[config.mk]
export PLATFORM = sky130hd
export DESIGN_NAME = echo_pulse_distance_meter_core
export DESIGN_NICKNAME = d
export VERILOG_FILES = /design/src/hw/rtl/epdm_pkg.sv /design/src/hw/rtl/echo_pulse_distance_meter_core.sv /design/src/hw/rtl/epdm_seq.sv /design/src/hw/rtl/epdm_scale.sv
export SDC_FILE = /design/constraint.sdc
export NUM_CORES = 1
export LEC_CHECK = 0
export ABC_AREA = 1
export BUFFER_PORTS_ARGS = -buffer_cell sky130_fd_sc_hd__buf_2
export CAP_MARGIN = 20
export CORE_UTILIZATION = 45
export CTS_CLUSTER_DIAMETER = 30
export DETAILED_ROUTE_END_ITERATION = 8
export PLACE_DENSITY = 0.69
export SLEW_MARGIN = 20
export SYNTH_ARGS = -nofsm -noshare
export SYNTH_HDL_FRONTEND = slang
export SYNTH_HIERARCHICAL = 1
export SYNTH_SLANG_ARGS = --single-unit
[constraint.sdc]
create_clock -name clk -period 8.29 [get_ports clk]
set_input_delay 1.2435 -clock clk [delete_from_list [all_inputs] [get_ports clk]]
set_output_delay 1.2435 -clock clk [all_outputs]
set_load 0.01 [all_outputs]
[src/hw/rtl/epdm_pkg.sv]
// Shared types, widths, register codes and reset values for the echo ranging block.
package epdm_pkg;

    // Width of the saturating echo duration count.
    localparam int COUNT_WIDTH = 16;

    localparam int SETTLE_W  = 16;
    localparam int TRIGGER_W = 20;
    localparam int PRESCALE_W = 16;
    localparam int SCALE_W   = 24;
    localparam int DIST_W    = 20;
    localparam int CFG_IDX_W = 3;
    localparam int CFG_DATA_W = 24;

    // Product of count and scale, and the same value after the Q16 to Q8 shift.
    localparam int PROD_W = COUNT_WIDTH + SCALE_W;
    localparam int RAW_W  = PROD_W - 8;

    localparam logic [DIST_W-1:0] DIST_MAX = {DIST_W{1'b1}};
    localparam logic [COUNT_WIDTH-1:0] COUNT_MAX = {COUNT_WIDTH{1'b1}};

    // Configuration register indexes.
    localparam logic [CFG_IDX_W-1:0] CFG_SETTLE_TICKS    = 3'd0;
    localparam logic [CFG_IDX_W-1:0] CFG_TRIGGER_TICKS   = 3'd1;
    localparam logic [CFG_IDX_W-1:0] CFG_TICKS_PER_COUNT = 3'd2;
    localparam logic [CFG_IDX_W-1:0] CFG_CM_PER_COUNT    = 3'd3;
    localparam logic [CFG_IDX_W-1:0] CFG_RANGE_LIMIT     = 3'd4;

    // Reset values of the configuration registers.
    localparam logic [SETTLE_W-1:0]   SETTLE_RST   = 16'd320;
    localparam logic [TRIGGER_W-1:0]  TRIGGER_RST  = 20'd192000;
    localparam logic [PRESCALE_W-1:0] TPC_RST      = 16'd500;
    localparam logic [SCALE_W-1:0]    CM_RST       = 24'd34816;
    localparam logic [DIST_W-1:0]     LIMIT_RST    = 20'd102400;

    typedef enum logic [2:0] {
        PH_IDLE     = 3'd0,
        PH_SETTLE_A = 3'd1,
        PH_TRIG     = 3'd2,
        PH_SETTLE_B = 3'd3,
        PH_WAIT     = 3'd4,
        PH_COUNT    = 3'd5
    } phase_t;

    // Per-tick status leaving the sequencer toward the scaling pipeline.
    typedef struct packed {
        logic                   trigger;
        logic                   busy;
        logic                   done;
        logic [COUNT_WIDTH-1:0] count;
    } seq_res_t;

endpackage

[src/hw/rtl/echo_pulse_distance_meter_core.sv]
// Top level of the ultrasonic echo ranging block: configuration registers and wiring.
//
// Each input item is one base-clock tick. It carries a start command bit and the sampled
// echo level, and it produces exactly one result item: trigger pin level, busy, done, an
// in-range flag and the distance in Q8 centimetres (zero unless done is set).
// The input channel (in_valid/in_ready) and the output channel (out_valid/out_ready) use a
// valid/ready handshake. While the receiver keeps out_ready high, an item can be accepted
// in every cycle, so the sustained rate is one item per clock. The sequencer state advances
// in the cycle the item is accepted; the result then passes a stage register, the count
// times scale multiply stage and the compare and saturation stage, and out_valid rises
// once the compare and saturation stage holds it.
// When the receiver stalls, the three stages fill up and in_ready drops only once all of
// them hold an item; no result is lost or repeated. Ready is chained combinationally back
// through the stages, so a stage that empties can be refilled in the same cycle.
// The configuration channel (cfg_valid/cfg_ready) is always ready and writes the register
// chosen by cfg_index from cfg_data; unknown indexes are ignored. Registers are meant to be
// written while the block is idle.
// Reset is asynchronous and active low. It returns the sequencer to idle, clears its
// counters, empties the pipeline and loads the default configuration values.
module echo_pulse_distance_meter_core (
    input  logic                                 clk,
    input  logic                                 rst_n,
    input  logic                                 in_valid,
    output logic                                 in_ready,
    input  logic                                 command,
    input  logic                                 echo_level,
    output logic                                 out_valid,
    input  logic                                 out_ready,
    output logic                                 trigger_level,
    output logic                                 busy_res,
    output logic                                 done_res,
    output logic                                 in_range,
    output logic [epdm_pkg::DIST_W-1:0]          distance_q8,
    input  logic                                 cfg_valid,
    output logic                                 cfg_ready,
    input  logic [epdm_pkg::CFG_IDX_W-1:0]       cfg_index,
    input  logic [epdm_pkg::CFG_DATA_W-1:0]      cfg_data
);

    logic [epdm_pkg::SETTLE_W-1:0]      settle_reg;
    logic [epdm_pkg::TRIGGER_W-1:0]     trigger_reg;
    logic [epdm_pkg::PRESCALE_W-1:0]    tpc_reg;
    logic [epdm_pkg::SCALE_W-1:0]       cm_reg;
    logic [epdm_pkg::DIST_W-1:0]        limit_reg;

    logic                               step;
    epdm_pkg::seq_res_t                 seq_res;

    // The register file can take a write in every cycle.
    assign cfg_ready = 1'b1;

    always_ff @(posedge clk or negedge rst_n)
    begin
        if (!rst_n)
        begin
            settle_reg  <= epdm_pkg::SETTLE_RST;
            trigger_reg <= epdm_pkg::TRIGGER_RST;
            tpc_reg     <= epdm_pkg::TPC_RST;
            cm_reg      <= epdm_pkg::CM_RST;
            limit_reg   <= epdm_pkg::LIMIT_RST;
        end
        else if (cfg_valid && cfg_ready)
        begin
            case (cfg_index)
                epdm_pkg::CFG_SETTLE_TICKS:
                    settle_reg <= cfg_data[epdm_pkg::SETTLE_W-1:0];
                epdm_pkg::CFG_TRIGGER_TICKS:
                    trigger_reg <= cfg_data[epdm_pkg::TRIGGER_W-1:0];
                epdm_pkg::CFG_TICKS_PER_COUNT:
                    tpc_reg <= cfg_data[epdm_pkg::PRESCALE_W-1:0];
                epdm_pkg::CFG_CM_PER_COUNT:
                    cm_reg <= cfg_data[epdm_pkg::SCALE_W-1:0];
                epdm_pkg::CFG_RANGE_LIMIT:
                    limit_reg <= cfg_data[epdm_pkg::DIST_W-1:0];
                default:
                begin
                end
            endcase
        end
    end

    // The sequencer moves one tick for every accepted item.
    assign step = in_valid && in_ready;

    epdm_seq u_seq (
        .clk             (clk),
        .rst_n           (rst_n),
        .step            (step),
        .command         (command),
        .echo_level      (echo_level),
        .settle_ticks    (settle_reg),
        .trigger_ticks   (trigger_reg),
        .ticks_per_count (tpc_reg),
        .res             (seq_res)
    );

    epdm_scale u_scale (
        .clk              (clk),
        .rst_n            (rst_n),
        .in_valid         (in_valid),
        .in_ready         (in_ready),
        .in_res           (seq_res),
        .cm_per_count_q16 (cm_reg),
        .range_limit_q8   (limit_reg),
        .out_valid        (out_valid),
        .out_ready        (out_ready),
        .trigger_level    (trigger_level),
        .busy_res         (busy_res),
        .done_res         (done_res),
        .in_range         (in_range),
        .distance_q8      (distance_q8)
    );

endmodule

[src/hw/rtl/epdm_seq.sv]
// Measurement sequencer: trigger phases, echo wait and prescaled echo counting.
module epdm_seq (
    input  logic                                 clk,
    input  logic                                 rst_n,
    input  logic                                 step,
    input  logic                                 command,
    input  logic                                 echo_level,
    input  logic [epdm_pkg::SETTLE_W-1:0]        settle_ticks,
    input  logic [epdm_pkg::TRIGGER_W-1:0]       trigger_ticks,
    input  logic [epdm_pkg::PRESCALE_W-1:0]      ticks_per_count,
    output epdm_pkg::seq_res_t                   res
);

    epdm_pkg::phase_t                          phase_reg, phase_next;
    logic [epdm_pkg::TRIGGER_W-1:0]            ticks_reg, ticks_next;
    logic [epdm_pkg::PRESCALE_W-1:0]           pre_reg, pre_next;
    logic [epdm_pkg::COUNT_WIDTH-1:0]          cnt_reg, cnt_next;

    logic [epdm_pkg::TRIGGER_W-1:0]            ticks_inc;
    logic [epdm_pkg::TRIGGER_W-1:0]            limit;
    logic [epdm_pkg::PRESCALE_W-1:0]           pre_inc;
    logic                                      done;

    always_ff @(posedge clk or negedge rst_n)
    begin
        if (!rst_n)
        begin
            phase_reg <= epdm_pkg::PH_IDLE;
            ticks_reg <= '0;
            pre_reg   <= '0;
            cnt_reg   <= '0;
        end
        else if (step)
        begin
            phase_reg <= phase_next;
            ticks_reg <= ticks_next;
            pre_reg   <= pre_next;
            cnt_reg   <= cnt_next;
        end
    end

    assign ticks_inc = ticks_reg + 1'b1;
    assign pre_inc   = pre_reg + 1'b1;
    assign limit     = (phase_reg == epdm_pkg::PH_TRIG) ? trigger_ticks
                     : epdm_pkg::TRIGGER_W'(settle_ticks);

    always_comb
    begin
        phase_next = phase_reg;
        ticks_next = ticks_reg;
        pre_next   = pre_reg;
        cnt_next   = cnt_reg;
        done       = 1'b0;
        case (phase_reg)
            epdm_pkg::PH_SETTLE_A,
            epdm_pkg::PH_TRIG,
            epdm_pkg::PH_SETTLE_B:
            begin
                // A limit of zero ends the phase on its first tick, like a limit of one.
                if (ticks_inc >= limit)
                begin
                    ticks_next = '0;
                    case (phase_reg)
                        epdm_pkg::PH_SETTLE_A: phase_next = epdm_pkg::PH_TRIG;
                        epdm_pkg::PH_TRIG:     phase_next = epdm_pkg::PH_SETTLE_B;
                        default:               phase_next = epdm_pkg::PH_WAIT;
                    endcase
                end
                else
                begin
                    ticks_next = ticks_inc;
                end
            end
            epdm_pkg::PH_WAIT:
            begin
                if (echo_level)
                begin
                    pre_next   = '0;
                    cnt_next   = '0;
                    phase_next = epdm_pkg::PH_COUNT;
                end
            end
            epdm_pkg::PH_COUNT:
            begin
                if (echo_level)
                begin
                    if (pre_inc >= ticks_per_count)
                    begin
                        pre_next = '0;
                        if (cnt_reg != epdm_pkg::COUNT_MAX)
                        begin
                            cnt_next = cnt_reg + 1'b1;
                        end
                    end
                    else
                    begin
                        pre_next = pre_inc;
                    end
                end
                else
                begin
                    done       = 1'b1;
                    phase_next = epdm_pkg::PH_IDLE;
                    ticks_next = '0;
                end
            end
            default:
            begin
                phase_next = epdm_pkg::PH_IDLE;
                if (command)
                begin
                    phase_next = epdm_pkg::PH_SETTLE_A;
                    ticks_next = '0;
                end
            end
        endcase
    end

    // The count does not change on the tick that echo falls, so the stored value is final.
    assign res.trigger = (phase_next == epdm_pkg::PH_TRIG);
    assign res.busy    = (phase_next != epdm_pkg::PH_IDLE);
    assign res.done    = done;
    assign res.count   = cnt_reg;

endmodule

[src/hw/rtl/epdm_scale.sv]
// Result pipeline: count to distance multiply, range compare, saturation and output register.
module epdm_scale (
    input  logic                              clk,
    input  logic                              rst_n,
    input  logic                              in_valid,
    output logic                              in_ready,
    input  epdm_pkg::seq_res_t                in_res,
    input  logic [epdm_pkg::SCALE_W-1:0]      cm_per_count_q16,
    input  logic [epdm_pkg::DIST_W-1:0]       range_limit_q8,
    output logic                              out_valid,
    input  logic                              out_ready,
    output logic                              trigger_level,
    output logic                              busy_res,
    output logic                              done_res,
    output logic                              in_range,
    output logic [epdm_pkg::DIST_W-1:0]       distance_q8
);

    logic                               v1_reg, v2_reg, v3_reg;
    logic                               rdy1, rdy2, rdy3;

    epdm_pkg::seq_res_t                 s1_reg;

    logic                               trig2_reg, busy2_reg, done2_reg;
    logic [epdm_pkg::PROD_W-1:0]        prod_reg, prod_next;

    logic                               trig3_reg, busy3_reg, done3_reg;
    logic                               in_range_reg, in_range_next;
    logic [epdm_pkg::DIST_W-1:0]        dist_reg, dist_next;

    logic [epdm_pkg::RAW_W-1:0]         raw;

    // Each stage loads when it is empty or when its contents move on this cycle.
    assign rdy3     = !v3_reg || out_ready;
    assign rdy2     = !v2_reg || rdy3;
    assign rdy1     = !v1_reg || rdy2;
    assign in_ready = rdy1;

    always_ff @(posedge clk or negedge rst_n)
    begin
        if (!rst_n)
        begin
            v1_reg <= 1'b0;
            v2_reg <= 1'b0;
            v3_reg <= 1'b0;
        end
        else
        begin
            if (rdy1)
            begin
                v1_reg <= in_valid;
            end
            if (rdy2)
            begin
                v2_reg <= v1_reg;
            end
            if (rdy3)
            begin
                v3_reg <= v2_reg;
            end
        end
    end

    assign prod_next = epdm_pkg::PROD_W'(s1_reg.count) * epdm_pkg::PROD_W'(cm_per_count_q16);

    assign raw = prod_reg[epdm_pkg::PROD_W-1:8];

    always_comb
    begin
        in_range_next = 1'b0;
        dist_next     = '0;
        if (done2_reg)
        begin
            in_range_next = (raw < epdm_pkg::RAW_W'(range_limit_q8));
            if (raw > epdm_pkg::RAW_W'(epdm_pkg::DIST_MAX))
            begin
                dist_next = epdm_pkg::DIST_MAX;
            end
            else
            begin
                dist_next = raw[epdm_pkg::DIST_W-1:0];
            end
        end
    end

    always_ff @(posedge clk)
    begin
        if (in_valid && rdy1)
        begin
            s1_reg <= in_res;
        end
        if (v1_reg && rdy2)
        begin
            trig2_reg <= s1_reg.trigger;
            busy2_reg <= s1_reg.busy;
            done2_reg <= s1_reg.done;
            prod_reg  <= prod_next;
        end
        if (v2_reg && rdy3)
        begin
            trig3_reg    <= trig2_reg;
            busy3_reg    <= busy2_reg;
            done3_reg    <= done2_reg;
            in_range_reg <= in_range_next;
            dist_reg     <= dist_next;
        end
    end

    assign out_valid     = v3_reg;
    assign trigger_level = trig3_reg;
    assign busy_res      = busy3_reg;
    assign done_res      = done3_reg;
    assign in_range      = in_range_reg;
    assign distance_q8   = dist_reg;

endmodule
==> results.cfg <==
[drt]
num_vias = 19198
drt_wl_total_um = 63440
drt-initial-drc-count = 1352
drt.antenna.violating_nets = 0
avgViaCountPerCell = 5.020
first_pass_iters = 5
drc = 0
routedWlPerCell_um = 16.59

[logic_synthesis]
yosysSeqAreaShare_pct = 25.24
synth_top_family_by_area = adder cells
synth_async_sr_flop_share_pct = 66.38
synth_simple_gate_area_share_pct = 21.00
syn_area_um2 = 24640
synth.avg_cell_area_um2 = 7.996
synth_xor_area_share_pct = 2.061
yosys_warnings = 6
synthAdderAreaFrac_pct = 33.25
synthCells = 3082
synth-seq-cells = 232
synth_edf_count = 78
synth-compound-area-share_pct = 4.524
synth.mux.area_fraction_pct = 0.6498
syn_nets = 3588
synth.distinct_cells = 51
synth-main-ff-cell = dfrtp_1

[clock_network]
clkTransAtPathRegs_ns = 0.05
clock_latency_ns = 0.59
clock_sinks = 232
cts_tree = built
max-clock-path-buffers = 3
cts_setup_buffers = 0
cts-resized-gates = 0
cts-buffers-inserted = 49
cts.root.buffer_cell = clkbuf_16
cts-hold-fix-buffers = 0
cts-htree-levels = 2

[timing]
setup-tns-final_ns = 0
min_period_over_period_pct = 78.47
period_minus_slack_ns = 6.505
skew_ns = 0.04598
relSlewSlack_pct = 21.48
tightest_slew_ns = 1.178
hold_viol = 0
fmax_mhz = 153.7
final_max_slew_viol_count = 0
setup_viol = 0
rsz0062_at_grt = no

[global_route]
grt.overflow.total = 0
antenna_found_initial = 0
grt_max_degree = 85
grt_pass1_vias = 19161
grt_pass1_wl_um = 102400
grtUsageTotal_pct = 23.43

[die]
die_h_um = 236.0
start_util_pct = 45.71
fp-row-count = 85
io_pins = 61
dieArea_um2 = 55710
fp.coreArea_um2 = 53920
die_width_um = 236.0

[critical_path]
critPathKind = reg2reg
cpMostUsedCell = fa_1
worst_setup_path_start_kind = flip-flop
worstPathRequired_ns = 8.65
worstPathCellList = nand2_1 -> fa_1 -> inv_1 -> fa_1 -> inv_1 -> fa_1 -> inv_1 -> fa_1 -> fa_1 -> inv_1 -> fa_1 -> inv_1 -> ha_1 -> a21oi_1 -> o21ai_0 -> a21oi_1 -> nand2_1 -> a21oi_1 -> xnor2_1
cp-end-kind = flip-flop
max_stage_delay_ns = 1.11
crit_family = adder cells
crit_slowest_cell = edfxtp_1
crit_path_max_fanout = 24
cp_num_buf_inv = 5
critPathArrivalTime_ns = 6.86

[cells_and_area]
largest_reg_flops = 32
layout.nets = 3593
final_util_pct = 50.13
layout_common_cells = nand2_1, inv_1, fa_1
design_area_um2 = 27030
num_antenna_cells = 0
final_common_cell = nand2_1
area_growth_pct = 9.687
drive_gt1_share_pct = 7.577

[worst_hold_path]
hold_class = reg2reg

[job]
drv_cap = 0

[placed_design]
port_buffers = 59
hpwl_um = 47650
place_area_um2 = 25410
gp_congestion = 0.9449

[outcome]
status = completed
layout make-up:
| cell class | instances | area (um^2) |
|---|---|---|
| Clock buffer | 55 | 1259 |
| Multi-Input combinational cell | 1998 | 15170 |
| Inverter | 734 | 2756 |
| Timing Repair Buffer | 72 | 406.6 |
| Clock inverter | 37 | 347.8 |
| Fill cell | 5026 | 26890 |
| Sequential cell | 232 | 6221 |
| Tap cell | 696 | 870.8 |
logic make-up (layout without fill, tap and decap cells):
kind of cell,Yosys count,count (layout)
AOI/OAI and AO/OA,200,200
xor gates and xnor gates,58,58
adders and majority gates,472,472
buffers and inverters,852,898
DFF,232,232
muxes,16,16
other,1,1
and+or+nand+nor,1251,1251
stage by stage:
stage | hold WS (ns) | instances | worst slack [ns]
floorplan | 0.4003 | 3082 | 2.521
global placement | 0.4030 | 3731 | 1.938
detailed placement | 0.4045 | 3731 | 1.831
CTS | 0.4150 | 3823 | 1.869
global route | 0.4235 | 3824 | 1.556
finish | 0.4160 | 3824 | 1.785
metal layers:
layer,global-route usage [%],vias up,wire length [um]
li1,-,9226,-
met3,4.131,112,3892
met1,31.47,9265,27930
met4,7.625,0,1881
met2,38.37,595,29740
met5,0,-,0
Yosys cell counts, drive strengths merged (5+ instances only):
library cell / instances / share of area [%]
o21ai: 86 / 1.8
a31oi: 5 / 0.19
mux2i: 16 / 0.65
inv: 732 / 11
ha: 167 / 8.5
xor2: 50 / 1.8
nor3: 21 / 0.54
o22ai: 19 / 0.48
fa: 305 / 25
dfrtp: 134 / 14
nand3: 136 / 2.8
a21oi: 69 / 1.4
a21o: 6 / 0.18
o21a: 6 / 0.18
xnor2: 8 / 0.28
clkbuf: 86 / 1.3
buf: 32 / 0.76
nor2: 113 / 1.8
edfxtp: 78 / 9.5
nor4: 8 / 0.31
nand2: 931 / 14
nand4: 23 / 0.61
dfstp: 20 / 2.1
or2: 10 / 0.25
worst paths after layout:
check,from,endpoint,slack (ns),cells after the start
setup reg to reg,u_scale/s1_reg[2]$_DFFE_PP_,u_scale/prod_reg[23]$_DFFE_PP_,1.78,19
hold reg to reg,u_scale/trig2_reg$_DFFE_PP_,u_scale/trigger_level$_DFFE_PP_,0.42,0
max in group asynchronous,rst_n,limit_reg[6]$_DFFE_PN0P_,6.17,2
setup / recovery,u_scale/s1_reg[2]$_DFFE_PP_,u_scale/prod_reg[23]$_DFFE_PP_,1.78,19
hold / removal,u_scale/trig2_reg$_DFFE_PP_,u_scale/trigger_level$_DFFE_PP_,0.42,0
min in group asynchronous,rst_n,u_seq/pre_reg[10]$_DFFE_PN0P_,0.68,1
worst register-to-register path, delay by kind of cell, from the launching register on:
family                   cells  cell delay [ns]
adder cells (fa/ha/maj)      7             3.44
flip-flops                   1             1.11
AO/OA/AOI/OAI                4             0.89
AND/OR/NAND/NOR              2             0.36
buffers and inverters        5             0.25
XOR/XNOR                     1             0.25
Power is left out: the tool's default activity adds up to more than one toggle a clock period on the data nets, which glitch-free logic cannot reach.
